<file path="config.mk">
export PLATFORM = sky130hd
export DESIGN_NAME = coordinate_rmsd_accumulator
export DESIGN_NICKNAME = d
export VERILOG_FILES = /design/src/rtl/rmsd_pkg.sv /design/src/rtl/coordinate_rmsd_accumulator.sv /design/src/rtl/rmsd_front.sv /design/src/rtl/rmsd_queue.sv /design/src/rtl/rmsd_back.sv
export SDC_FILE = /design/constraint.sdc
export NUM_CORES = 2
export LEC_CHECK = 0
export BUFFER_PORTS_ARGS = -buffer_cell sky130_fd_sc_hd__buf_2
export CAP_MARGIN = 20
export CORE_MARGIN = 3
export CORE_UTILIZATION = 25
export DETAILED_ROUTE_END_ITERATION = 12
export PLACE_DENSITY = 0.51
export SYNTH_ARGS = -nofsm -noshare
export SYNTH_HDL_FRONTEND = slang
export SYNTH_SLANG_ARGS = --single-unit
</file>
<file path="constraint.sdc">
create_clock -name aclk -period 32.6 [get_ports aclk]
set_clock_uncertainty 0.15 [all_clocks]
set_input_delay 6.52 -clock aclk [delete_from_list [all_inputs] [get_ports aclk]]
set_output_delay 6.52 -clock aclk [all_outputs]
set_load 0.02 [all_outputs]
</file>
<file path="src/rtl/rmsd_pkg.sv">
`timescale 1ns / 1ps
// rmsd_pkg: widths, limits and the result record shared by the rmsd modules
// no dependencies

package rmsd_pkg;

    // squared distance sum, Q.20, saturating
    localparam int SUM_W = 60;
    localparam logic [SUM_W-1:0] SUM_MAX = {SUM_W{1'b1}};

    // integer square root of the mean
    localparam int ROOT_W = SUM_W / 2;

    // result fields
    localparam int DEV_W  = 22;
    localparam logic [DEV_W-1:0] DEV_MAX = {DEV_W{1'b1}};
    localparam int PCNT_W = 13;
    localparam int RES_W  = DEV_W + PCNT_W + 1;
    localparam int M_TDATA_W = ((RES_W + 7) / 8) * 8;

    typedef struct packed {
        logic                count_overflow;
        logic [PCNT_W-1:0]   pair_count;
        logic [DEV_W-1:0]    deviation;
    } result_t;

endpackage

</file>
<file path="src/rtl/coordinate_rmsd_accumulator.sv">
`timescale 1ns / 1ps
// coordinate_rmsd_accumulator: top level, stream ports around front end, queue and back end
// depends on rmsd_pkg, rmsd_front, rmsd_queue, rmsd_back
//
// usage:
//   s_ channel: one word per matched atom pair, six signed coordinates in s_tdata,
//   s_tlast marks the final pair of a set. m_ channel: one word per set with the
//   rms deviation, the pair count and the overflow flag.
//   the front end takes one word per cycle, unless a last word waits on a full queue,
//   through three register stages and adds each squared distance into the running
//   sum; the set closed by s_tlast goes into a two-entry queue and the sum and count clear.
//   the back end runs a bit-serial division and then a bit-serial square root, and
//   takes the next set from the queue only once the result of the last set has
//   been taken.
//   s_tready drops only while a last word meets a full queue; short sets faster than
//   the back end fill the queue and then stall the input.
//   a stalled receiver holds the result in the output register; the back end waits,
//   the queue and then the input back up behind it.
//   reset (aresetn low, synchronous) clears the sum, count, queue and both pipelines.

module coordinate_rmsd_accumulator import rmsd_pkg::*; #(
    parameter int MAX_PAIRS  = 4096,
    parameter int COORD_BITS = 22
) (
    input  logic                                   aclk,
    input  logic                                   aresetn,
    input  logic                                   s_tvalid,
    output logic                                   s_tready,
    // first_x, first_y, first_z, second_x, second_y, second_z, zero fill
    input  logic [((6*COORD_BITS+7)/8)*8-1:0]      s_tdata,
    input  logic                                   s_tlast,
    output logic                                   m_tvalid,
    input  logic                                   m_tready,
    // deviation, pair_count, count_overflow, zero fill
    output logic [M_TDATA_W-1:0]                   m_tdata
);

    localparam int CNT_W = $clog2(MAX_PAIRS + 1);
    localparam int Q_W   = SUM_W + CNT_W + 1;

    logic           push, q_full, q_empty, q_pop;
    logic [Q_W-1:0] push_data, pop_data;
    result_t        res;

    rmsd_front #(
        .MAX_PAIRS  (MAX_PAIRS),
        .COORD_BITS (COORD_BITS),
        .CNT_W      (CNT_W)
    ) u_front (
        .aclk      (aclk),
        .aresetn   (aresetn),
        .in_valid  (s_tvalid),
        .in_ready  (s_tready),
        .in_coords (s_tdata[6*COORD_BITS-1:0]),
        .in_last   (s_tlast),
        .q_full    (q_full),
        .push      (push),
        .push_data (push_data)
    );

    rmsd_queue #(
        .WIDTH (Q_W),
        .DEPTH (2)
    ) u_queue (
        .aclk      (aclk),
        .aresetn   (aresetn),
        .push      (push),
        .push_data (push_data),
        .full      (q_full),
        .pop       (q_pop),
        .pop_data  (pop_data),
        .empty     (q_empty)
    );

    rmsd_back #(
        .CNT_W (CNT_W)
    ) u_back (
        .aclk      (aclk),
        .aresetn   (aresetn),
        .q_empty   (q_empty),
        .q_data    (pop_data),
        .q_pop     (q_pop),
        .res_valid (m_tvalid),
        .res_ready (m_tready),
        .res       (res)
    );

    assign m_tdata = M_TDATA_W'({res.count_overflow, res.pair_count, res.deviation});

endmodule

</file>
<file path="src/rtl/rmsd_front.sv">
`timescale 1ns / 1ps
// rmsd_front: takes coordinate pairs, squares the differences and keeps the running sum
// depends on rmsd_pkg; hands each finished set to the queue

module rmsd_front import rmsd_pkg::*; #(
    parameter int MAX_PAIRS  = 4096,
    parameter int COORD_BITS = 22,
    parameter int CNT_W      = 13
) (
    input  logic                       aclk,
    input  logic                       aresetn,
    input  logic                       in_valid,
    output logic                       in_ready,
    input  logic [6*COORD_BITS-1:0]    in_coords,
    input  logic                       in_last,
    input  logic                       q_full,
    output logic                       push,
    output logic [SUM_W+CNT_W:0]       push_data
);

    localparam int C     = COORD_BITS;
    localparam int SQ_W  = 2 * C;
    localparam int EXT_W = (SQ_W > SUM_W) ? SQ_W : SUM_W;

    logic              v1_reg, v2_reg, v3_reg;
    logic              last1_reg, last2_reg, last3_reg;
    logic [C-1:0]      abs1_reg [3];
    logic [SUM_W-1:0]  sq2_reg [3];
    logic [SUM_W-1:0]  d2_reg;
    logic [SUM_W-1:0]  sum_reg, sum_next;
    logic [CNT_W-1:0]  cnt_reg, cnt_next;
    logic              ovf_reg, ovf_next;

    logic signed [C:0] diff [3];
    logic [C:0]        mag [3];
    logic [C-1:0]      abs1_next [3];
    logic [SQ_W-1:0]   prod [3];
    logic [EXT_W-1:0]  prod_ext [3];
    logic [SUM_W-1:0]  sq2_next [3];
    logic [SUM_W+1:0]  sum3;
    logic [SUM_W-1:0]  d2_next;
    logic [SUM_W:0]    acc;
    logic              adv, take, cnt_full;

    // a last word waits in the final stage while the queue is full
    assign adv      = !(v3_reg && last3_reg && q_full);
    assign in_ready = adv;
    assign take     = v3_reg && adv;
    assign push     = take && last3_reg;

    // stage one: absolute differences per axis
    always_comb begin
        for (int i = 0; i < 3; i++) begin
            diff[i] = $signed({in_coords[i*C+C-1], in_coords[i*C +: C]})
                    - $signed({in_coords[(i+3)*C+C-1], in_coords[(i+3)*C +: C]});
            mag[i] = diff[i][C] ? (C+1)'(-diff[i]) : diff[i];
            abs1_next[i] = mag[i][C-1:0];
        end
    end

    // stage two: squares, saturated to the sum width
    always_comb begin
        for (int i = 0; i < 3; i++) begin
            prod[i]     = abs1_reg[i] * abs1_reg[i];
            prod_ext[i] = EXT_W'(prod[i]);
            sq2_next[i] = (prod_ext[i] > EXT_W'(SUM_MAX)) ? SUM_MAX
                                                          : SUM_W'(prod_ext[i]);
        end
    end

    // stage three: squared distance of the pair
    always_comb begin
        sum3 = (SUM_W+2)'(sq2_reg[0]) + (SUM_W+2)'(sq2_reg[1]) + (SUM_W+2)'(sq2_reg[2]);
        d2_next = (|sum3[SUM_W+1:SUM_W]) ? SUM_MAX : sum3[SUM_W-1:0];
    end

    // accumulate, or drop the pair once the count is full
    always_comb begin
        acc      = {1'b0, sum_reg} + {1'b0, d2_reg};
        cnt_full = (cnt_reg == CNT_W'(MAX_PAIRS));
        sum_next = sum_reg;
        cnt_next = cnt_reg;
        ovf_next = ovf_reg;
        if (cnt_full) begin
            ovf_next = 1'b1;
        end else begin
            sum_next = acc[SUM_W] ? SUM_MAX : acc[SUM_W-1:0];
            cnt_next = cnt_reg + 1'b1;
        end
    end

    assign push_data = {sum_next, cnt_next, ovf_next};

    always_ff @(posedge aclk) begin
        if (!aresetn) begin
            v1_reg  <= 1'b0;
            v2_reg  <= 1'b0;
            v3_reg  <= 1'b0;
            sum_reg <= '0;
            cnt_reg <= '0;
            ovf_reg <= 1'b0;
        end else if (adv) begin
            v1_reg <= in_valid;
            v2_reg <= v1_reg;
            v3_reg <= v2_reg;
            if (take) begin
                if (last3_reg) begin
                    sum_reg <= '0;
                    cnt_reg <= '0;
                    ovf_reg <= 1'b0;
                end else begin
                    sum_reg <= sum_next;
                    cnt_reg <= cnt_next;
                    ovf_reg <= ovf_next;
                end
            end
        end
    end

    always_ff @(posedge aclk) begin
        if (adv) begin
            last1_reg <= in_last;
            last2_reg <= last1_reg;
            last3_reg <= last2_reg;
            abs1_reg  <= abs1_next;
            sq2_reg   <= sq2_next;
            d2_reg    <= d2_next;
        end
    end

`ifndef SYNTHESIS
    a_cnt_bound: assert property (@(posedge aclk) disable iff (!aresetn)
        cnt_reg <= CNT_W'(MAX_PAIRS))
        else $error("pair count beyond limit");
`endif

endmodule

</file>
<file path="src/rtl/rmsd_queue.sv">
`timescale 1ns / 1ps
// rmsd_queue: short queue of finished sets between the front and the back end
// no dependencies

module rmsd_queue #(
    parameter int WIDTH = 78,
    parameter int DEPTH = 2
) (
    input  logic             aclk,
    input  logic             aresetn,
    input  logic             push,
    input  logic [WIDTH-1:0] push_data,
    output logic             full,
    input  logic             pop,
    output logic [WIDTH-1:0] pop_data,
    output logic             empty
);

    localparam int PTR_W = (DEPTH > 1) ? $clog2(DEPTH) : 1;
    localparam int LVL_W = $clog2(DEPTH + 1);

    logic [WIDTH-1:0] entry_reg [DEPTH];
    logic [PTR_W-1:0] wr_ptr_reg, rd_ptr_reg;
    logic [LVL_W-1:0] level_reg;

    assign full     = (level_reg == LVL_W'(DEPTH));
    assign empty    = (level_reg == '0);
    assign pop_data = entry_reg[rd_ptr_reg];

    always_ff @(posedge aclk) begin
        if (!aresetn) begin
            wr_ptr_reg <= '0;
            rd_ptr_reg <= '0;
            level_reg  <= '0;
        end else begin
            if (push) begin
                wr_ptr_reg <= (wr_ptr_reg == PTR_W'(DEPTH - 1)) ? '0 : wr_ptr_reg + 1'b1;
            end
            if (pop) begin
                rd_ptr_reg <= (rd_ptr_reg == PTR_W'(DEPTH - 1)) ? '0 : rd_ptr_reg + 1'b1;
            end
            if (push && !pop) begin
                level_reg <= level_reg + 1'b1;
            end else if (pop && !push) begin
                level_reg <= level_reg - 1'b1;
            end
        end
    end

    always_ff @(posedge aclk) begin
        if (push) begin
            entry_reg[wr_ptr_reg] <= push_data;
        end
    end

`ifndef SYNTHESIS
    a_no_overrun: assert property (@(posedge aclk) disable iff (!aresetn)
        !(push && full))
        else $error("push into full queue");
    a_no_underrun: assert property (@(posedge aclk) disable iff (!aresetn)
        !(pop && empty))
        else $error("pop from empty queue");
`endif

endmodule

</file>
<file path="src/rtl/rmsd_back.sv">
`timescale 1ns / 1ps
// rmsd_back: mean by restoring division, then integer square root, one bit pair a step
// depends on rmsd_pkg; drives the result register

module rmsd_back import rmsd_pkg::*; #(
    parameter int CNT_W = 13
) (
    input  logic               aclk,
    input  logic               aresetn,
    input  logic               q_empty,
    input  logic [SUM_W+CNT_W:0] q_data,
    output logic               q_pop,
    output logic               res_valid,
    input  logic               res_ready,
    output result_t            res
);

    localparam int DIV_STEPS  = SUM_W;
    localparam int SQRT_STEPS = ROOT_W;
    localparam int STEP_W     = $clog2(DIV_STEPS);
    localparam int SR_W       = ROOT_W + 2;

    typedef enum logic [1:0] {ST_IDLE, ST_DIV, ST_SQRT, ST_OUT} state_t;

    state_t            state_reg;
    logic [STEP_W-1:0] step_reg;
    logic [SUM_W-1:0]  work_reg;
    logic [CNT_W-1:0]  rem_reg;
    logic [CNT_W-1:0]  div_reg;
    logic              ovf_reg;
    logic [SR_W-1:0]   sq_rem_reg;
    logic [ROOT_W-1:0] root_reg;
    result_t           res_reg;

    logic [CNT_W:0]    rem_sh, div_diff;
    logic              div_ge;
    logic [CNT_W-1:0]  rem_next;
    logic [SUM_W-1:0]  quo_next;
    logic [SR_W+1:0]   sr_sh, sr_diff;
    logic              sr_ge;
    logic [SR_W-1:0]   sq_rem_next;
    logic [ROOT_W-1:0] root_next;
    logic [DEV_W-1:0]  dev_next;

    assign q_pop     = (state_reg == ST_IDLE) && !q_empty;
    assign res_valid = (state_reg == ST_OUT);
    assign res       = res_reg;

    // one quotient bit per step
    always_comb begin
        rem_sh   = {rem_reg, work_reg[SUM_W-1]};
        div_diff = rem_sh - {1'b0, div_reg};
        div_ge   = (rem_sh >= {1'b0, div_reg});
        rem_next = div_ge ? div_diff[CNT_W-1:0] : rem_sh[CNT_W-1:0];
        quo_next = {work_reg[SUM_W-2:0], div_ge};
    end

    // one root bit per step, two radicand bits taken in
    always_comb begin
        sr_sh       = {sq_rem_reg, work_reg[SUM_W-1:SUM_W-2]};
        sr_diff     = sr_sh - (SR_W+2)'({root_reg, 2'b01});
        sr_ge       = (sr_sh >= (SR_W+2)'({root_reg, 2'b01}));
        sq_rem_next = sr_ge ? sr_diff[SR_W-1:0] : sr_sh[SR_W-1:0];
        root_next   = {root_reg[ROOT_W-2:0], sr_ge};
        dev_next    = (|root_next[ROOT_W-1:DEV_W]) ? DEV_MAX : root_next[DEV_W-1:0];
    end

    always_ff @(posedge aclk) begin
        if (!aresetn) begin
            state_reg <= ST_IDLE;
        end else begin
            unique case (state_reg)
                ST_IDLE: begin
                    if (!q_empty) begin
                        work_reg  <= q_data[SUM_W+CNT_W:CNT_W+1];
                        div_reg   <= q_data[CNT_W:1];
                        ovf_reg   <= q_data[0];
                        rem_reg   <= '0;
                        step_reg  <= STEP_W'(DIV_STEPS - 1);
                        state_reg <= ST_DIV;
                    end
                end
                ST_DIV: begin
                    rem_reg  <= rem_next;
                    work_reg <= quo_next;
                    step_reg <= step_reg - 1'b1;
                    if (step_reg == '0) begin
                        // an empty set gives a zero mean
                        work_reg   <= (div_reg == '0) ? '0 : quo_next;
                        sq_rem_reg <= '0;
                        root_reg   <= '0;
                        step_reg   <= STEP_W'(SQRT_STEPS - 1);
                        state_reg  <= ST_SQRT;
                    end
                end
                ST_SQRT: begin
                    sq_rem_reg <= sq_rem_next;
                    root_reg   <= root_next;
                    work_reg   <= {work_reg[SUM_W-3:0], 2'b00};
                    step_reg   <= step_reg - 1'b1;
                    if (step_reg == '0) begin
                        res_reg.deviation      <= dev_next;
                        res_reg.pair_count     <= PCNT_W'(div_reg);
                        res_reg.count_overflow <= ovf_reg;
                        state_reg              <= ST_OUT;
                    end
                end
                ST_OUT: begin
                    if (res_ready) begin
                        state_reg <= ST_IDLE;
                    end
                end
                default: begin
                    state_reg <= ST_IDLE;
                end
            endcase
        end
    end

`ifndef SYNTHESIS
    a_pop_starts_div: assert property (@(posedge aclk) disable iff (!aresetn)
        q_pop |=> (state_reg == ST_DIV))
        else $error("queue pop did not start a division");
    a_out_holds: assert property (@(posedge aclk) disable iff (!aresetn)
        (res_valid && !res_ready) |=> (res_valid && $stable(res_reg)))
        else $error("result changed before it was taken");
`endif

endmodule

</file>
==> impl_metrics.csv <==
group,metric,value,unit
status,outcome,"completed",
placement,place_congestion,0.849,
die,dieArea,323000,um2
clock_network,clkTransAtPathRegs,50,ps
placement,dp_cells,12200,
drt,ant_nets,0,
final_layout,fin_cells,12300,
timing,period_minus_slack,9710,ps
die,die-height,568,um
drt,detail_route.iter0.violations,2939,
die,rows,205,
drt,wire_per_inst,15.4,um
clock_network,ctsHtreeMaxLevel,3,
placement,dp_hpwl,149,mm
global_route,grt-ovfl-total,0,
drt,wl,189,mm
global_route,grt_use_total,11.7,%
final_layout,drive_gt1_share,5.79,%
drt,drc,0,
setup_path,criticalPathCategory,"primary input to register",
synth,yosysTopAreaCell,"fa_1",
setup_path,cp.required,32990,ps
placement,place_ws,22090,ps
synth,ys_seq_elements,667,
setup_path,worstPathArrival,10100,ps
setup_path,critPathMaxStageDelay,430,ps
timing,tightest_slew,1110,ps
global_route,grt_pass1_vias,58200,
final_layout,area_growth,11.1,%
drt,viasPerCell,4.46,
synth,synth_area,78900,um2
final_layout,most-common-layout-cells,"1572 x inv_1, 1032 x fa_1, 740 x ha_1",
synth,syn_avg_cell_area,9.82,um2
clock_network,numCtsBuffers,87,
clock_network,cts-resized-gates,0,
job,max-cap-violations,0,
drt,vias,55000,
synth,ys_warn_count,0,
clock_network,post-cts-setup-buffers,0,
final_layout,nets,10000,
global_route,antenna_found_initial,5,
synth,yosys.area.top_type_share,26.2,%
die,io_pins,183,
global_route,grt.busiest_layer,"met2",
die,core,313000,um2
min_path,hold_path.class,"register to register",
synth,yosysSeqAreaShare,24.3,%
final_layout,final-seq-area,19200,um2
clock_network,cts_tree,"yes",
final_layout,nFillCells,32800,
timing,final_max_slew_viol_count,0,
synth,ys_async_sr_fraction,0,%
clock_network,cts-root-buf,"clkbuf_16",
timing,max_freq,0.103,GHz
final_layout,mostFrequentLayoutCell,"inv_1",
placement,port_buffers,174,
setup_path,worstPathMaxFanout,7,
setup_path,path_cells,"buf_2 > inv_1 > ha_1 > a2111oi_4 > o21a_1 > nor3_1 > or3_1 > a21oi_1 > xnor2_1 > or3b_1 > nor2_1 > nand3_1 > o31a_1 > xnor3_1",
synth,synth_cell_types,93,
timing,setup-violations-final,0,
timing,finalWorstSetupSlack,22890,ps
clock_network,max-clock-path-buffers,4,
timing,post-route-period-util,29.8,%
timing,rsz0062_at_grt,"false",
global_route,grt_util_met2,20.3,%
timing,relSlewSlack,24.2,%
setup_path,critPathCaptureType,"register",
clock_network,clk_latency,810,ps
die,die_w,568,um
synth,yosys-top-cells-area,"fa_1 26%, edfxtp_1 22%, ha_1 12%, inv_1 7.5%, xnor2_1 3.2%",
final_layout,multi_input_area,52900,um2
setup_path,start_kind,"primary input",
global_route,grt_pass1_wl,310,mm
global_route,grt_max_degree,97,
setup_path,slowest_stage,"a2111oi_4",
global_route,met1_usage,15.3,%
timing,final-hold-violation-count,0,
timing,setup-tns-final,0,ps
synth,ys.flop_type,"edfxtp_1",
drt,dr.pass1.iters,6,
synth,synth_edf_count,583,
clock_network,clkSinkCount,667,
synth,synthCells,8041,
die,initial_core_util,25.2,%
final_layout,largest_reg_flops,148,
global_route,grt_use_met3,1.47,%
clock_network,hold_buffers,0,
==> cells in the mapped netlist, types with 58 or more instances <==
| cell type | n |
|---|---|
| dfxtp_1 | 84 |
| fa_1 | 1032 |
| xor2_1 | 169 |
| o21bai_1 | 58 |
| nand2_1 | 645 |
| clkbuf_1 | 245 |
| a21o_1 | 201 |
| o21ai_0 | 221 |
| nand3_1 | 104 |
| edfxtp_1 | 583 |
| nor2b_1 | 88 |
| a221o_1 | 65 |
| a21oi_1 | 400 |
| and3_1 | 62 |
| and2_1 | 318 |
| ha_1 | 742 |
| a31oi_1 | 76 |
| inv_1 | 1572 |
| xnor2_1 | 289 |
| mux2i_1 | 102 |
| nor2_1 | 401 |
==> kinds of logic after synthesis <==
family	synth area share, %
XOR/XNOR	5.11
AO/OA/AOI/OAI	10.9
flip-flops	24.3
multiplexers	1.56
buffers and inverters	8.78
AND/OR/NAND/NOR	11.3
other	0.00475
adder cells (fa/ha/maj)	38.0
==> routing by layer <==
layer | share of wire (%) | wire [um]
met5 | 0.014 | 27
met4 | 2.6 | 4880
met3 | 4.0 | 7600
met2 | 49 | 92300
met1 | 45 | 84700
==> worst paths after layout <==
| check | start | endpoint | slack, ps | depth (start not counted) |
|---|---|---|---|---|
| setup / recovery | s_tdata[70] | u_front.abs1_reg[65] | 22890 | 14 |
| hold / removal | u_front.last2_reg | u_front.last3_reg | 280 | 0 |
| setup reg to reg | u_front.abs1_reg[46] | u_front.sq2_reg[162] | 24170 | 20 |
| hold reg to reg | u_front.last2_reg | u_front.last3_reg | 280 | 0 |
==> area by class of cell <==
cell class                 count  area share (%)
antenna                        2         0.00571
clock inverter                52           0.662
multi-input combinational   5539            60.3
timing repair buffer         261            1.87
tap                         4140            5.91
sequential                   667            21.9
clock buffer                 105            2.62
inverter                    1573            6.73
==> per-stage QoR <==
step           instance area (um2)  hold WS [ps]  util [%]
5_1_grt                      87700           287      28.0
4_1_cts                      87600           279      28.0
3_3_place_gp                 84600           256      27.0
6_report                     87700           278      28.0
3_5_place_dp                 84700           262      27.1
2_1_floorplan                78900           250         -
==> worst max-delay path: cells and delay by family <==
kind | cells | cell delay [ps]
AND/OR/NAND/NOR | 5 | 1200
AO/OA/AOI/OAI | 4 | 1250
buffers and inverters | 2 | 220
XOR/XNOR | 2 | 550
adder cells (fa/ha/maj) | 1 | 360
Power is not shown: default switching activity piles up to over one toggle a cycle in this logic, so the estimate is an artifact.
